--- config.mk ---
export PLATFORM = sky130hd
export DESIGN_NAME = servo_raster_scan_generator_top
export DESIGN_NICKNAME = d
export VERILOG_FILES = /design/src/rtl/core/srsg_pkg.sv /design/src/rtl/core/srsg_div.sv /design/src/rtl/core/servo_raster_scan_generator_top.sv
export SDC_FILE = /design/constraint.sdc
export NUM_CORES = 1
export LEC_CHECK = 0
export BUFFER_PORTS_ARGS = -buffer_cell sky130_fd_sc_hd__buf_4
export CAP_MARGIN = 25
export CORE_ASPECT_RATIO = 1.2
export CORE_MARGIN = 2
export CORE_UTILIZATION = 60
export CTS_CLUSTER_DIAMETER = 150
export DETAILED_ROUTE_END_ITERATION = 16
export PLACE_DENSITY_LB_ADDON = 0.05
export SETUP_SLACK_MARGIN = 0.02
export SLEW_MARGIN = 40
export SYNTH_ARGS = -nofsm -noshare
export SYNTH_HDL_FRONTEND = slang
export SYNTH_HIERARCHICAL = 1
export SYNTH_SLANG_ARGS = --single-unit
--- constraint.sdc ---
create_clock -name aclk -period 19.2 [get_ports aclk]
set_input_delay 0.96 -clock aclk [delete_from_list [all_inputs] [get_ports aclk]]
set_output_delay 0.96 -clock aclk [all_outputs]
set_load 0.03 [all_outputs]
--- src/rtl/core/srsg_pkg.sv ---
// Package for the servo raster scan generator: sequencer states, register map, reset values.
package srsg_pkg;

    typedef enum logic [8:0] {
        ST_IDLE    = 9'b000000001,
        ST_AZ_MOVE = 9'b000000010,
        ST_AZ_CHK  = 9'b000000100,
        ST_EL_CHK  = 9'b000001000,
        ST_DIV_A   = 9'b000010000,
        ST_WAIT_A  = 9'b000100000,
        ST_DIV_E   = 9'b001000000,
        ST_WAIT_E  = 9'b010000000,
        ST_DONE    = 9'b100000000
    } state_t;

    localparam int ADDR_BITS = 5;

    typedef enum logic [2:0] {
        REG_AZ_LIMIT  = 3'd0,
        REG_EL_LIMIT  = 3'd1,
        REG_STEP      = 3'd2,
        REG_AZ_CENTER = 3'd3,
        REG_EL_CENTER = 3'd4
    } reg_index_t;

    localparam logic [6:0]  AZ_LIMIT_RESET  = 7'd20;
    localparam logic [6:0]  EL_LIMIT_RESET  = 7'd20;
    localparam logic [7:0]  STEP_RESET      = 8'd30;
    localparam logic [15:0] AZ_CENTER_RESET = 16'd4700;
    localparam logic [15:0] EL_CENTER_RESET = 16'd4600;

    localparam int ANGLE_BITS = 9;
    localparam int DUTY_BITS  = 16;
    localparam int OUT_BITS   = 56;

endpackage

--- src/rtl/core/srsg_div.sv ---
// Bit-serial restoring divider: unsigned magnitude by an 8-bit divisor, one bit a cycle.
module srsg_div #(
    parameter int POSITION_BITS = 17
) (
    input  logic                     aclk,
    input  logic                     aresetn,
    input  logic                     start,
    input  logic [POSITION_BITS-1:0] dividend,
    input  logic [7:0]               divisor,
    output logic                     done,
    output logic [POSITION_BITS-1:0] quotient
);

    localparam int CNTW = $clog2(POSITION_BITS);

    logic                     busy_reg;
    logic                     done_reg;
    logic [CNTW-1:0]          count_reg;
    logic [7:0]               rem_reg;
    logic [POSITION_BITS-1:0] quo_reg;

    logic [8:0] trial;
    logic [8:0] diff;
    logic       q_bit;

    always_comb begin
        trial = {rem_reg, quo_reg[POSITION_BITS-1]};
        diff  = trial - {1'b0, divisor};
        q_bit = (trial >= {1'b0, divisor});
    end

    always_ff @(posedge aclk) begin
        if (!aresetn) begin
            busy_reg  <= 1'b0;
            done_reg  <= 1'b0;
            count_reg <= '0;
        end else begin
            done_reg <= busy_reg && !start && (count_reg == '0);
            if (start) begin
                busy_reg  <= 1'b1;
                count_reg <= CNTW'(POSITION_BITS - 1);
            end else if (busy_reg) begin
                if (count_reg == '0) begin
                    busy_reg <= 1'b0;
                end else begin
                    count_reg <= count_reg - 1'b1;
                end
            end
        end
    end

    always_ff @(posedge aclk) begin
        if (start) begin
            rem_reg <= '0;
            quo_reg <= dividend;
        end else if (busy_reg) begin
            rem_reg <= q_bit ? diff[7:0] : trial[7:0];
            quo_reg <= {quo_reg[POSITION_BITS-2:0], q_bit};
        end
    end

    assign done     = done_reg;
    assign quotient = quo_reg;

endmodule

--- src/rtl/core/servo_raster_scan_generator_top.sv ---
// Servo raster scan generator: position sequencer, shared bound check, serial angle divider.
// The bit-serial divider runs once per axis, one quotient bit a cycle.
// Throughput: one transfer at a time; s_tready is high only while the sequencer is idle.
// Reset (aresetn low, synchronous): positions zero, both axes counting upward, registers at
// their defaults, no result pending.
module servo_raster_scan_generator_top #(
    parameter int POSITION_BITS = 17
) (
    input  logic                           aclk,
    input  logic                           aresetn,
    input  logic                           psel,
    input  logic                           penable,
    input  logic                           pwrite,
    input  logic [srsg_pkg::ADDR_BITS-1:0] paddr,
    input  logic [31:0]                    pwdata,
    output logic [31:0]                    prdata,
    output logic                           pready,
    input  logic                           s_tvalid,
    output logic                           s_tready,
    input  logic [7:0]                     s_tdata,  // [0] tick, [7:1] zero
    output logic                           m_tvalid,
    input  logic                           m_tready,
    // [15:0] azimuth_duty, [31:16] elevation_duty, [40:32] azimuth_angle,
    // [49:41] elevation_angle, [55:50] zero
    output logic [srsg_pkg::OUT_BITS-1:0]  m_tdata
);

    localparam int P  = POSITION_BITS;
    localparam int CW = ((P > 16) ? P : 16) + 2;

    srsg_pkg::state_t state_reg;

    logic [6:0]  az_limit_reg;
    logic [6:0]  el_limit_reg;
    logic [7:0]  step_reg;
    logic [15:0] az_center_reg;
    logic [15:0] el_center_reg;

    logic [P-1:0] az_pos_reg;
    logic [P-1:0] el_pos_reg;
    logic         az_rev_reg;
    logic         el_rev_reg;

    logic [srsg_pkg::ANGLE_BITS-1:0] az_angle_reg;
    logic [srsg_pkg::ANGLE_BITS-1:0] el_angle_reg;

    logic                         m_tvalid_reg;
    logic [srsg_pkg::OUT_BITS-1:0] m_tdata_reg;

    logic cfg_write;
    assign cfg_write = psel && penable && pwrite && pready;
    assign pready    = 1'b1;

    always_ff @(posedge aclk) begin
        if (!aresetn) begin
            az_limit_reg  <= srsg_pkg::AZ_LIMIT_RESET;
            el_limit_reg  <= srsg_pkg::EL_LIMIT_RESET;
            step_reg      <= srsg_pkg::STEP_RESET;
            az_center_reg <= srsg_pkg::AZ_CENTER_RESET;
            el_center_reg <= srsg_pkg::EL_CENTER_RESET;
        end else if (cfg_write) begin
            unique case (paddr[4:2])
                srsg_pkg::REG_AZ_LIMIT:  az_limit_reg  <= pwdata[6:0];
                srsg_pkg::REG_EL_LIMIT:  el_limit_reg  <= pwdata[6:0];
                srsg_pkg::REG_STEP:      step_reg      <= pwdata[7:0];
                srsg_pkg::REG_AZ_CENTER: az_center_reg <= pwdata[15:0];
                srsg_pkg::REG_EL_CENTER: el_center_reg <= pwdata[15:0];
                default: ;
            endcase
        end
    end

    always_comb begin
        unique case (paddr[4:2])
            srsg_pkg::REG_AZ_LIMIT:  prdata = {25'd0, az_limit_reg};
            srsg_pkg::REG_EL_LIMIT:  prdata = {25'd0, el_limit_reg};
            srsg_pkg::REG_STEP:      prdata = {24'd0, step_reg};
            srsg_pkg::REG_AZ_CENTER: prdata = {16'd0, az_center_reg};
            srsg_pkg::REG_EL_CENTER: prdata = {16'd0, el_center_reg};
            default:                 prdata = 32'd0;
        endcase
    end

    // shared bound check: azimuth in ST_AZ_CHK, elevation otherwise
    logic [P-1:0]  chk_pos;
    logic [6:0]    chk_limit;
    logic [14:0]   bound;
    logic [CW-1:0] chk_pos_x;
    logic [CW-1:0] bound_x;
    logic          outside;

    always_comb begin
        chk_pos   = (state_reg == srsg_pkg::ST_AZ_CHK) ? az_pos_reg : el_pos_reg;
        chk_limit = (state_reg == srsg_pkg::ST_AZ_CHK) ? az_limit_reg : el_limit_reg;
        bound     = 15'(chk_limit * step_reg);
        chk_pos_x = CW'($signed(chk_pos));
        bound_x   = CW'(bound);
        outside   = ($signed(chk_pos_x) > $signed(bound_x)) ||
                    ($signed(chk_pos_x) < -$signed(bound_x));
    end

    // divider shared by both axes
    logic         div_start;
    logic         div_done;
    logic [P-1:0] div_quo;
    logic [P-1:0] div_pos;
    logic [P-1:0] div_mag;
    logic         div_neg;

    always_comb begin
        div_start = (state_reg == srsg_pkg::ST_DIV_A) || (state_reg == srsg_pkg::ST_DIV_E);
        div_pos   = (state_reg == srsg_pkg::ST_DIV_A || state_reg == srsg_pkg::ST_WAIT_A)
                    ? az_pos_reg : el_pos_reg;
        div_neg   = div_pos[P-1];
        div_mag   = div_neg ? (~div_pos + 1'b1) : div_pos;
    end

    srsg_div #(
        .POSITION_BITS(P)
    ) u_div (
        .aclk     (aclk),
        .aresetn  (aresetn),
        .start    (div_start),
        .dividend (div_mag),
        .divisor  (step_reg),
        .done     (div_done),
        .quotient (div_quo)
    );

    logic [srsg_pkg::ANGLE_BITS-1:0] angle;

    always_comb begin
        if (step_reg == 8'd0) begin
            angle = '0;
        end else if (!div_neg) begin
            angle = (div_quo > P'(255)) ? 9'd255 : div_quo[8:0];
        end else begin
            angle = (div_quo > P'(256)) ? 9'h100 : (~div_quo[8:0] + 1'b1);
        end
    end

    // duty saturation
    logic [CW-1:0] az_sum;
    logic [CW-1:0] el_sum;
    logic [15:0]   az_duty;
    logic [15:0]   el_duty;

    always_comb begin
        az_sum = CW'(az_center_reg) + CW'($signed(az_pos_reg));
        el_sum = CW'(el_center_reg) + CW'($signed(el_pos_reg));
        if ($signed(az_sum) < 0)                 az_duty = 16'd0;
        else if ($signed(az_sum) > CW'(65535))   az_duty = 16'hFFFF;
        else                                     az_duty = az_sum[15:0];
        if ($signed(el_sum) < 0)                 el_duty = 16'd0;
        else if ($signed(el_sum) > CW'(65535))   el_duty = 16'hFFFF;
        else                                     el_duty = el_sum[15:0];
    end

    logic s_xfer;
    logic out_free;
    assign s_tready = (state_reg == srsg_pkg::ST_IDLE);
    assign s_xfer   = s_tvalid && s_tready;
    assign out_free = !m_tvalid_reg || m_tready;

    always_ff @(posedge aclk) begin
        if (!aresetn) begin
            state_reg    <= srsg_pkg::ST_IDLE;
            az_pos_reg   <= '0;
            el_pos_reg   <= '0;
            az_rev_reg   <= 1'b0;
            el_rev_reg   <= 1'b0;
            m_tvalid_reg <= 1'b0;
        end else begin
            if (state_reg == srsg_pkg::ST_DONE && out_free) begin
                m_tvalid_reg <= 1'b1;
            end else if (m_tready) begin
                m_tvalid_reg <= 1'b0;
            end
            unique case (state_reg)
                srsg_pkg::ST_IDLE: begin
                    if (s_xfer) begin
                        state_reg <= s_tdata[0] ? srsg_pkg::ST_AZ_MOVE : srsg_pkg::ST_DIV_A;
                    end
                end
                srsg_pkg::ST_AZ_MOVE: begin
                    az_pos_reg <= az_rev_reg ? (az_pos_reg - 1'b1) : (az_pos_reg + 1'b1);
                    state_reg  <= srsg_pkg::ST_AZ_CHK;
                end
                srsg_pkg::ST_AZ_CHK: begin
                    if (outside) begin
                        az_rev_reg <= !az_rev_reg;
                        el_pos_reg <= el_rev_reg ? (el_pos_reg - P'(step_reg))
                                                 : (el_pos_reg + P'(step_reg));
                        state_reg  <= srsg_pkg::ST_EL_CHK;
                    end else begin
                        state_reg  <= srsg_pkg::ST_DIV_A;
                    end
                end
                srsg_pkg::ST_EL_CHK: begin
                    if (outside) begin
                        el_rev_reg <= !el_rev_reg;
                    end
                    state_reg <= srsg_pkg::ST_DIV_A;
                end
                srsg_pkg::ST_DIV_A: state_reg <= srsg_pkg::ST_WAIT_A;
                srsg_pkg::ST_WAIT_A: begin
                    if (div_done) begin
                        state_reg <= srsg_pkg::ST_DIV_E;
                    end
                end
                srsg_pkg::ST_DIV_E: state_reg <= srsg_pkg::ST_WAIT_E;
                srsg_pkg::ST_WAIT_E: begin
                    if (div_done) begin
                        state_reg <= srsg_pkg::ST_DONE;
                    end
                end
                srsg_pkg::ST_DONE: begin
                    if (out_free) begin
                        state_reg <= srsg_pkg::ST_IDLE;
                    end
                end
                default: state_reg <= srsg_pkg::ST_IDLE;
            endcase
        end
    end

    always_ff @(posedge aclk) begin
        if (state_reg == srsg_pkg::ST_WAIT_A && div_done) begin
            az_angle_reg <= angle;
        end
        if (state_reg == srsg_pkg::ST_WAIT_E && div_done) begin
            el_angle_reg <= angle;
        end
        if (state_reg == srsg_pkg::ST_DONE && out_free) begin
            m_tdata_reg <= {6'd0, el_angle_reg, az_angle_reg, el_duty, az_duty};
        end
    end

    assign m_tvalid = m_tvalid_reg;
    assign m_tdata  = m_tdata_reg;

    assert property (@(posedge aclk) disable iff (!aresetn)
        div_done |-> (state_reg == srsg_pkg::ST_WAIT_A || state_reg == srsg_pkg::ST_WAIT_E))
        else $error("divider finished outside a wait state");

    assert property (@(posedge aclk) disable iff (!aresetn)
        s_xfer |=> !s_tready)
        else $error("sequencer still ready after an input transfer");

    assert property (@(posedge aclk) disable iff (!aresetn)
        $rose(m_tvalid_reg) |-> $past(state_reg == srsg_pkg::ST_DONE))
        else $error("result raised without finishing the sequence");

endmodule

Word level (Yosys, flattened, before mapping) --
Cells that the tools add are included.
Operators by class: add/subtract/negate cells 11, multipliers 1, order comparisons 9, equality and inequality tests 18, muxes and demuxes 31, bitwise logic cells 4, reduce and logical (&&, ||, !) cells 32
Operators by type and width (count):
- 17-bit two-way mux | 7
- 9-bit one-hot mux with 9 select lines | 1
- 16-bit one-hot mux with 5 select lines | 1
- 9-bit two-way mux | 8
- 17-bit by 17-bit adder with 18-bit output | 2
- 18-bit by 17-bit greater-than comparator with 1-bit output (second input constant) | 2
- 18-bit by 1-bit less-than comparator with 1-bit output (second input constant) | 2
- 17-bit by 1-bit adder with 17-bit output (second input constant) | 2
- 16-bit two-way mux | 2
- 5-bit two-way mux | 5
- 17-bit by 19-bit less-than comparator with 1-bit output | 1
- 15-bit negator with 19-bit output | 1
- 2-bit AND reduction | 9
- 17-bit by 8-bit adder with 17-bit output | 1
- 17-bit by 16-bit greater-than comparator with 1-bit output | 1
- 17-bit by 8-bit greater-than comparator with 1-bit output (second input constant) | 1
- 17-bit by 9-bit greater-than comparator with 1-bit output (second input constant) | 1
- 17-bit NOT | 1
- 17-bit by 1-bit subtractor with 17-bit output (second input constant) | 1
- 17-bit by 8-bit subtractor with 17-bit output | 1
- 7-bit by 8-bit multiplier with 15-bit output | 1
- 9-bit by 1-bit adder with 9-bit output (second input constant) | 1
- 9-bit by 1-bit == test with 1-bit output (second input constant) | 1
- 9-bit by 2-bit == test with 1-bit output (second input constant) | 1
- 29 further kinds | 52
Word-level totals: register bits 200, input bits 52, output and inout bits 91, logic and storage cells 128

Depth between registers and ports, before layout --
depth after elaboration 8, depth in mapped cells 34, depth with buffers taken out 31

Cells and area by module --
Netlist, hierarchy kept.
Modules (own cells, without submodules):
- servo_raster_scan_generator_top | instances 1, cells an instance 1568, area an instance 13661.9 µm², sequential area each 4043.9 µm²
- srsg_div | instances 1, cells an instance 163, area an instance 1757.9 µm², sequential area each 810.8 µm²

Least setup slack after synthesis --
OpenSTA, ideal clock, no wires.
path type register -> register, start point register state_reg[8], end point register el_pos_reg[10], library setup time 0.070 ns, arrival 7.357 ns, required time 19.130 ns, path slack 11.773 ns, cell stages (with the launch flop) 31, buffers on the path 2, clock period less this slack 7.427 ns, path through dfxtp_1 -> nor4_4 -> nand3_1 -> buf_4 -> mux2i_1 -> nor2b_1 -> fa_1 -> inv_1 -> fa_1 -> inv_1 -> fa_1 -> inv_1 -> fa_1 -> inv_1 -> ha_1 -> o21ai_0 -> a21oi_1 -> o41ai_1 -> o211ai_1 -> a21o_1 -> a21oi_1 -> xnor2_1 -> nor3_1 -> ha_1 -> a21o_1 -> a2111oi_0 -> a211oi_2 -> nor2_4 -> buf_2 -> nand2_1 -> a21oi_1
Between the ends: word-level cells in the longest chain between the ends 7, elaborated cells on any way between the ends 9, classes of those cells 1 x add/sub; 1 x mul; 2 x order compare; 1 x eq/ne; 2 x mux; 2 x reduce/logical
RTL lines:
- start: declaration | line servo_raster_scan_generator_top.sv:31 | srsg_pkg::state_t state_reg;
- start signal: assignment | line servo_raster_scan_generator_top.sv:167 | state_reg <= srsg_pkg::ST_IDLE;
- start signal: assignment | line servo_raster_scan_generator_top.sv:182 | state_reg <= s_tdata[0] ? srsg_pkg::ST_AZ_MOVE : srsg_pkg::ST_DIV_A;
- start signal: assignment | line servo_raster_scan_generator_top.sv:187 | state_reg <= srsg_pkg::ST_AZ_CHK;
- 9-bit by 3-bit == test with 1-bit output (*) | line servo_raster_scan_generator_top.sv:93, servo_raster_scan_generator_top.sv:94, servo_raster_scan_generator_top.sv:179
- 7-bit two-way mux | line servo_raster_scan_generator_top.sv:94 | chk_limit = (state_reg == srsg_pkg::ST_AZ_CHK) ? az_limit_reg : el_limit_reg;
- 7-bit by 8-bit multiplier with 15-bit output | line servo_raster_scan_generator_top.sv:95 | bound = 15'(chk_limit * step_reg);
- 15-bit negator with 19-bit output | line servo_raster_scan_generator_top.sv:99 | ($signed(chk_pos_x) < -$signed(bound_x));
- 17-bit by 19-bit less-than comparator with 1-bit output | line servo_raster_scan_generator_top.sv:99
- 1-bit logical OR | line servo_raster_scan_generator_top.sv:98 | outside = ($signed(chk_pos_x) > $signed(bound_x)) ||
- 2-bit AND reduction (no line) (*)
- end signal: assignment | line servo_raster_scan_generator_top.sv:192 | el_pos_reg <= el_rev_reg ? (el_pos_reg - P'(step_reg))
- end: declaration | line servo_raster_scan_generator_top.sv:40 | logic [P-1:0] el_pos_reg;
Mark *: on every way between the ends. The rest lies on a longest branch, timed or not. A chain may end at the register's enable or synchronous reset.

Worst setup path in the final report --
start point register state_reg[5], end point register el_pos_reg[16]
The elaborated chain is that of the path after synthesis.

==> impl_metrics.py <==
metrics = {
    "layout": {
        "final_cell_mix": "nand2_1, nor2_1, ha_1",
        "finalInstanceArea_mm2": 0.0169,
        "diodes": 0,
        "area_growth_pct": 9.62,
        "nets": 2025,
        "largest_register_ffs": 50,
        "finalCoreUtilization_pct": 66.6,
        "nFillCells": 2137,
        "drive_above_1_share_pct": 12.1,
        "stdcell_count": 2138,
        "final_common_cell": "nand2_1",
    },
    "setup_path": {
        "end_kind": "flip-flop",
        "worst_path_max_delay_cell": "mux2i_1",
        "cp_data_arrival_time_ps": 9120,
        "critical_path.max_stage_delay_ps": 730,
        "critPathKind": "flip-flop to flip-flop",
        "cp_max_fo": 38,
        "worst_ep_required_time_ps": 19510,
        "critPathLaunchType": "flip-flop",
    },
    "timing": {
        "maxSlewViolCount": 0,
        "tightest_slew_ps": 888,
        "slew_headroom_pct": 40.8,
        "finalSetupViolCount": 0,
        "fmax_mhz": 113,
        "rsz0062_at_grt": "false",
        "hold_viol_final": 0,
        "tns_ps": 0,
        "finClkSkew_ps": 12.1,
        "period_needed_ps": 8810,
        "finalCritPeriodShare_pct": 45.9,
    },
    "floorplan": {
        "rows": 64,
        "die_x_um": 150,
        "io_pins": 143,
        "core-area_mm2": 0.0254,
        "die-area_mm2": 0.0270,
        "start_util_pct": 60.7,
        "die_h_um": 180,
    },
    "detailed_routing": {
        "vias": 12818,
        "drtIter0Drc": 940,
        "routed_wl_um": 38300,
        "dr.pass1.iters": 6,
        "vias_per_cell": 6.00,
        "ant_nets": 0,
        "route.detailed.wl_per_inst_um": 17.9,
        "drc": 0,
    },
    "clock_network": {
        "cts_tree": "built",
        "post_cts_buffers": 0,
        "htree_levels": 4,
        "path_clk_slew_ps": 80,
        "cts_num_sinks": 200,
        "numCtsBuffers": 17,
        "cts-resized-gates": 0,
        "hold_buffers": 0,
        "cts-root-buf": "clkbuf_16",
        "clk_latency_ps": 460,
        "clockBufferDepth": 2,
    },
    "synth": {
        "syn_area_per_cell_um2": 8.91,
        "synth_flop_cell": "dfxtp_1",
        "ys_ff_latch": 200,
        "synthCells": 1731,
        "synthesis.area_mm2": 0.0154,
        "ys_seq_area_share_pct": 31.5,
        "synth_edf_count": 85,
        "yosysUniqueCellTypes": 91,
        "yosysWarnings": 6,
        "async_reset_ff_share_pct": 0,
    },
    "power_and_ir_drop": {
        "power_density_mw_per_mm2": 54.7,
        "netSwitchingFraction_pct": 28.3,
        "power.combinational.fraction_pct": 11.5,
        "leakagePower_uw": 0.00733,
        "clockPowerShare_pct": 39.3,
        "totalPowerFinal_uw": 924,
        "switchingPower_uw": 262,
        "intPower_uw": 663,
        "seqPwrFrac_pct": 49.2,
        "irDropWorstVdd_v": 0.0000602,
    },
    "place": {
        "gp_congestion": 0.892,
        "dpl-instance-area_mm2": 0.0163,
        "dpl.cell_count": 2104,
        "port_buffers": 94,
        "hpwl_um": 28900,
    },
    "status": {
        "status": "complete, no violations",
    },
    "global_routing": {
        "antenna_found_initial": 0,
        "track_usage_pct": 28.5,
        "grt_pass1_wl_um": 61400,
        "grt_max_degree": 71,
        "grt_pass1_vias": 12168,
        "overflow": 0,
    },
    "run": {
        "maxCapViolations": 0,
    },
    "hold_path": {
        "min_path_type": "flip-flop to flip-flop",
    },
}
## power groups by stage
stage / logic [µW] / clock network, µW / registers, µW
2_1_floorplan: 83.0 / 0 / 461
3_3_place_gp: 103 / 0 / 465
3_5_place_dp: 104 / 0 / 465
4_1_cts: 105 / 365 / 455
5_1_grt: 117 / 384 / 456
6_report: 106 / 363 / 455
## synthesized netlist by cell type (8+ instances only)
library cell  count  share of area [%]
dfxtp_1         115                 15
and2_1           11               0.45
inv_1            86                2.1
o21ai_0          67                2.2
nor4_1           10               0.41
clkbuf_1         45                1.1
nor3_1           59                1.9
buf_2             8               0.26
fa_1             34                4.4
nor2_1          154                3.7
a21oi_1         131                4.3
a211oi_1         13               0.63
a21o_1           37                1.8
a211o_1           9               0.51
nor2b_1          54                2.2
xor2_1           26                1.5
a22o_1            9               0.51
nand3_1          50                1.6
xnor2_1          72                4.1
a31oi_1           8               0.32
nand2b_1         25                1.0
ha_1            144                 12
o31ai_1           8               0.39
edfxtp_1         85                 17
and3_1            9               0.37
mux2i_1          55                3.6
nand2_1         173                4.2
mux2_2           32                2.3
or3_1             9               0.37
or2_2            11               0.45
o21a_1           34                1.7
buf_4            25                1.2
## area by class of cell
| cell class | count | area, µm² | area share [%] |
|---|---|---|---|
| Clock buffer | 17 | 425 | 2.52 |
| Clock inverter | 15 | 168 | 0.992 |
| Inverter | 89 | 334 | 1.98 |
| Multi-Input combinational cell | 1380 | 9900 | 58.6 |
| Sequential cell | 200 | 4850 | 28.7 |
| Tap cell | 330 | 413 | 2.44 |
| Timing Repair Buffer | 107 | 807 | 4.77 |
## per-stage QoR
step | hold slack [ps] | setup WS [ps]
after floorplan | 400 | 11770
after global placement | 401 | 10460
after detailed placement | 405 | 10430
after CTS | 423 | 10350
after global routing | 431 | 9690
final | 418 | 10390
## layer usage
| metal | share of wire [%] | vias to the layer above | track usage [%] |
|---|---|---|---|
| met2 | 48 | 416 | 47.8 |
| met1 | 43 | 6065 | 37.8 |
| met3 | 5.6 | 74 | 3.86 |
| met5 | 0 | - | 0 |
| li1 | - | 6263 | - |
| met4 | 2.8 | 0 | 9.81 |
## critical path, delay by kind of cell (launching register included)
kind                       cells  cell delay, ps
AOI/OAI and AO/OA              9            2100
adders and majority gates      6            2710
and+or+nand+nor                6            1200
DFF                            1             560
buffers and inverters          6             850
muxes                          1             730
xor gates and xnor gates       1             450
## path summary, 6_finish.rpt
| kind | from | endpoint | slack, ps | cells after the start |
|---|---|---|---|---|
| worst max-delay path | state_reg[5]$_SDFFE_PN0P_ | el_pos_reg[16]$_SDFFE_PN0P_ | 10390 | 29 |
| worst min-delay path | el_angle_reg[3]$_DFFE_PP_ | m_tdata[44]$_DFFE_PP_ | 420 | 0 |
| worst min register to register | el_angle_reg[3]$_DFFE_PP_ | m_tdata[44]$_DFFE_PP_ | 420 | 0 |
| worst max register to register | state_reg[5]$_SDFFE_PN0P_ | el_pos_reg[16]$_SDFFE_PN0P_ | 10390 | 29 |
## cell families after synthesis
| kind of cell | after synthesis | share of synthesized area [%] |
|---|---|---|
| simple gates | 601 | 18.8 |
| buf+inv | 172 | 5.01 |
| fa+ha+maj | 178 | 16.1 |
| other cells | 2 | 0.0487 |
| mux | 89 | 6.15 |
| xor+xnor | 98 | 5.57 |
| compound gates | 391 | 16.8 |
| flops | 200 | 31.5 |
(Power assumes the default switching activity.)
